`src/rtl/gwff_ram.sv`:
```
// ----------------------------------------------------------------------------
// gwff_ram
// Generic simple dual-port RAM: one write port, one read port, registered read.
// ----------------------------------------------------------------------------
module gwff_ram #(
   parameter int WIDTH = 8,
   parameter int DEPTH = 16
) (
   input  logic                     clock,
   input  logic                     wr_en,
   input  logic [$clog2(DEPTH)-1:0] wr_addr,
   input  logic [WIDTH-1:0]         wr_data,
   input  logic [$clog2(DEPTH)-1:0] rd_addr,
   output logic [WIDTH-1:0]         rd_data
);

   logic [WIDTH-1:0] mem [DEPTH];
   logic [WIDTH-1:0] rd_data_ff;

   always_ff @(posedge clock) begin
      if (wr_en) begin
         mem[wr_addr] <= wr_data;
      end
      rd_data_ff <= mem[rd_addr];
   end

   assign rd_data = rd_data_ff;

endmodule
```
`config.mk`:
```
export PLATFORM = sky130hd
export DESIGN_NAME = gwff_ram
export DESIGN_NICKNAME = d
export VERILOG_FILES = /design/src/rtl/gwff_ram.sv
export SDC_FILE = /design/constraint.sdc
export NUM_CORES = 1
export LEC_CHECK = 0
export BUFFER_PORTS_ARGS = -buffer_cell sky130_fd_sc_hd__buf_2
export CAP_MARGIN = 0
export CORE_MARGIN = 2
export CORE_UTILIZATION = 35
export DETAILED_ROUTE_END_ITERATION = 12
export PLACE_DENSITY = 0.49
export SYNTH_ARGS = -nofsm -noshare
export SYNTH_HDL_FRONTEND = slang
export SYNTH_SLANG_ARGS = --single-unit
```
`constraint.sdc`:
```
create_clock -name clock -period 3.5 [get_ports clock]
set_clock_uncertainty 0.1 [all_clocks]
set_input_delay 0.7 -clock clock [delete_from_list [all_inputs] [get_ports clock]]
set_output_delay 0.7 -clock clock [all_outputs]
set_load 0.05 [all_outputs]
```
== After elaboration in Yosys (flattened, before gate mapping) ==
Memories as Yosys holds them, arrays and structs flattened. A register that Yosys moved wholly into a read port is not among the register bits.
Cells that the tools add are included.

* Bits in writable memories: 128
* Word-level logic and storage cells: 3
* Memories: 1
* Latch bits: 0
* Output and inout port bits: 8
* Input bits: 18
* Register bits: 0
* Bits in read-only memories: 0

* Multiply operators: 0
* Div/mod/pow operators: 0
* Eq/ne operators: 0
* Reductions and logical operators: 0
* Magnitude comparators: 0
* Shift-type cells: 0
* Mux-type cells: 2
* Bitwise logic cells: 0
* Add/sub/neg operators: 0

{| class="wikitable"
|+ Memory list
! name !! depth !! bits a word !! read ports !! clocked after Yosys merged registers in !! wr ports !! RTL line !! text
|-
| mem || 16 || 8 || 1 || 1 || 1 || 17 || <nowiki>logic [WIDTH-1:0] mem [DEPTH];</nowiki>
|}

{| class="wikitable"
|+ Operators by type and width
! cell !! count
|-
| two-way mux 1 bit || 2
|}

== Longest topological paths before layout ==
* Word-level depth: 2
* Depth in mapped cells: 5
* Gate-level depth less buffers: 3

== Least setup slack after synthesis ==
Ideal clock, no wire load.

* Kind: input-to-reg
* Start point: input port wr_addr[2]
* End point: memory mem[0][0], enable pin
* Cell stages on the path: 2
* Slack: 1207 ps
* Data required time: 3017 ps
* Arrival time: 1810 ps
* Library setup time: 383 ps
* Buffers on the path: 0
* Path through: or3b_2 > nor3_1

{| class="wikitable"
|+ RTL lines
! item !! RTL line !! text
|-
| from (decl) || 11 || <nowiki>input logic [$clog2(DEPTH)-1:0] wr_addr,</nowiki>
|-
| to (decl) || 17 ||
|}

Straight into the memory's write port.

==> parameters.txt <==
Parameter                              Value

Run status
  Status ... complete, no violations

STA
  Slew Limit Headroom ... 0.392
  Pins Over Slew Limit ... 0
  Setup-failing EPs final ... 0
  Final Cycle Share ... 0.600
  Upper clock frequency limit ... 476 MHz
  Accumulated negative setup slack ... 0 ns
  Slew at the pin closest to its max-slew limit ... 0.910 ns
  RSZ-0062 raised after global routing ... no
  Minimum period implied by the final worst setup slack ... 2.10 ns
  Number of endpoints with negative hold slack in the final report ... 0

Layout
  Fraction of layout instances using a drive strength above 1 ... 0.288
  Post-layout net count ... 297
  Number of filler instances in the final layout ... 1278
  Register Area ... 4000 µm²
  Most common cell after layout, fill and taps aside ... edfxtp_1
  Area of the multi-input gates ... 1060 µm²
  Area growth from synthesis to layout ... 18.3%
  Final cell count without fillers ... 476
  Most frequent cells in the layout ... edfxtp_1 (128), buf_2 (25), mux4_2 (18)
  Number of diodes ... 0

Yosys
  Simple-gate share of the synthesized area ... 0.0318
  Mapped Nets ... 247
  Post-synthesis sequential element count ... 136
  Adder-cell share of the synthesized area ... 0
  Count of unique library cells instantiated by Yosys ... 19
  Portion of netlist area occupied by mux cells ... 0.150
  Xor/xnor cell area share of the yosys netlist ... 0
  Synthesized area ... 5150 µm²
  Warnings from Yosys ... 0
  Main combinational cell family by area after synthesis ... multiplexers
  Compound-Gate Fraction of Synth Area ... 0.0233
  Portion of the post-synthesis area used by sequential elements ... 0.778
  Mean area per synthesized cell ... 22.5 µm²
  Synthesized netlist cell count ... 229

Die
  Core Footprint ... 14400 µm²
  Floorplan die width ... 125 µm
  Chip height ... 125 µm
  Die Outline Area ... 15700 µm²
  Initial core utilization ... 0.357
  Core Rows ... 44
  Ports placed on the boundary ... 26

Setup path
  Critical Path Fanout Max ... 19
  Worst path slowest cell ... mux4_1
  Worst endpoint required time ... 3.69 ns
  Capturing element type of the critical path ... flip-flop
  Crit Path Category ... in2reg
  Kind of cell adding the most delay to the critical path ... buffers and inverters
  Sort of element at the start of the critical path ... primary input
  Buf/Inv on CP ... 2
  Chain of cells forming the critical path ... buf_2, buf_12, mux4_1, a22oi_1, nand2_1
  Arrival time of data at the critical path endpoint ... 2.29 ns
  Crit path largest cell delay ... 0.60 ns

Power
  Leakage power of the design ... 2.05 nW
  Internal power of the cells ... 2.92 mW
  Register share of total power ... 0.500
  Reported net switching power ... 0.742 mW
  Proportion of total power due to net switching ... 0.203
  Cell area power density ... 602 nW/µm²
  Relative contribution of combinational cells to total power ... 0.056
  Max IR drop VDD ... 0.328 mV
  Part of the total power dissipated in the clock network ... 0.444

Clock network
  Buffer cell driving the clock tree root ... clkbuf_16
  CTS H-tree lvls ... 4
  Worst-Skew Late Latency ... 0.41 ns
  Clock sink count ... 136
  Hold buffer count at cts ... 0
  CTS buffer count ... 17
  Worst-path clk slew ... 0.05 ns
  Setup fix buffers added after clock tree synthesis ... 0
  CTS max path bufs ... 2
  Clock tree from TritonCTS ... done
  Post-CTS sizing ... 0

Placement
  Placed instance count ... 444
  Post-DP HPWL ... 6770 µm
  Final Wtd Congestion ... 0.709
  Port Buffers ... 25

Routing
  Via density ... 5.09
  Remaining DRCs ... 0
  Violation count after the first detailed-route iteration ... 283
  Number of vias after detailed routing ... 2421
  Total routed wirelength ... 10900 µm
  DRT antenna net count ... 0
  Routed len/inst ... 22.8 µm
  TritonRoute pass-1 iters ... 5

Global route
  Antenna violations before repair ... 0
  Pin count of the biggest net entering global routing ... 22
  First-pass GRT wire length ... 16400 µm
  Residual overflow from global routing ... 0
  All-Layer GR Usage ... 0.147
  Number of global-route vias before repair ... 2582

Min path
  Worst min-delay path class ... reg2reg

Flow run
  Maximum capacitance violations ... 0
[cells by family after synthesis]
kind of cell	Yosys count
and+or+nand+nor	35
buffers and inverters	10
DFF	136
muxes	32
AOI/OAI and AO/OA	16
[metrics by stage]
stage | hold slack [ns] | setup slack, ns | util | cell area (µm²) | power (mW)
2_1_floorplan | 0.529 | 1.21 | - | 5150 | 1.99
5_1_grt | 0.588 | 1.26 | 0.422 | 6090 | 3.78
3_3_place_gp | 0.555 | 0.924 | 0.385 | 5550 | 2.07
4_1_cts | 0.571 | 1.37 | 0.422 | 6090 | 3.71
6_report | 0.580 | 1.40 | 0.422 | 6090 | 3.67
3_5_place_dp | 0.567 | 0.952 | 0.385 | 5550 | 2.08
[synthesized netlist by cell type, drive strengths merged]
master / n / area [µm²]
nand3: 1 / 5.00
edfxtp: 128 / 3840
nand2: 9 / 33.8
nand3b: 2 / 15.0
and2b: 1 / 7.51
nor2b: 1 / 6.26
nor3: 4 / 20.0
mux4: 32 / 773
and2: 1 / 6.26
buf: 7 / 56.3
or3b: 1 / 8.76
nor2: 13 / 48.8
dfxtp: 8 / 160
clkdlybuf4s25: 3 / 30.0
a22oi: 16 / 120
nand2b: 2 / 12.5
[sequential cells by signal, indices dropped and copies added (netlist names)]
signal and flops:
mem 128, rd_data 8
[power by group through the flow]
stage | registers [mW] | logic, mW | clock network, mW
after floorplan | 1.90 | 0.0924 | 0
after global placement | 1.87 | 0.207 | 0
after detailed placement | 1.87 | 0.210 | 0
after CTS | 1.83 | 0.211 | 1.66
after global routing | 1.84 | 0.223 | 1.73
final | 1.83 | 0.206 | 1.63
[cell type report]
cell class              count  share of cell area
well taps                 184              0.0378
clock buffers              28              0.0816
repair buffers             41              0.0423
clock inverters             4             0.00740
multi-input cells          83               0.174
flip-flops and latches    136               0.657
[final timing paths]
check | from | end | slack [ns] | cells past startpoint
worst min-delay path | mem[7][1]$_DFFE_PP_ | rd_data[1]$_DFF_P_ | 0.58 | 3
worst min register to register | mem[7][1]$_DFFE_PP_ | rd_data[1]$_DFF_P_ | 0.58 | 3
worst max-delay path | rd_addr[0] | rd_data[1]$_DFF_P_ | 1.40 | 5
worst max register to register | mem[10][4]$_DFFE_PP_ | rd_data[4]$_DFF_P_ | 2.05 | 3
[worst register-to-register path: stages, from the launching register on]
cell	delay (ns)
edfxtp_1	0.37
mux4_1	0.52
a22oi_1	0.27
nand2_1	0.08
[per-layer routing]
layer,vias to the layer above,wire (µm),track usage
li1,1075,-,-
met2,58,5230,0.227
met1,1281,5100,0.204
met4,0,82,0.0471
met3,7,441,0.0424
met5,-,0,0
Power figures use the tool's default switching activity.
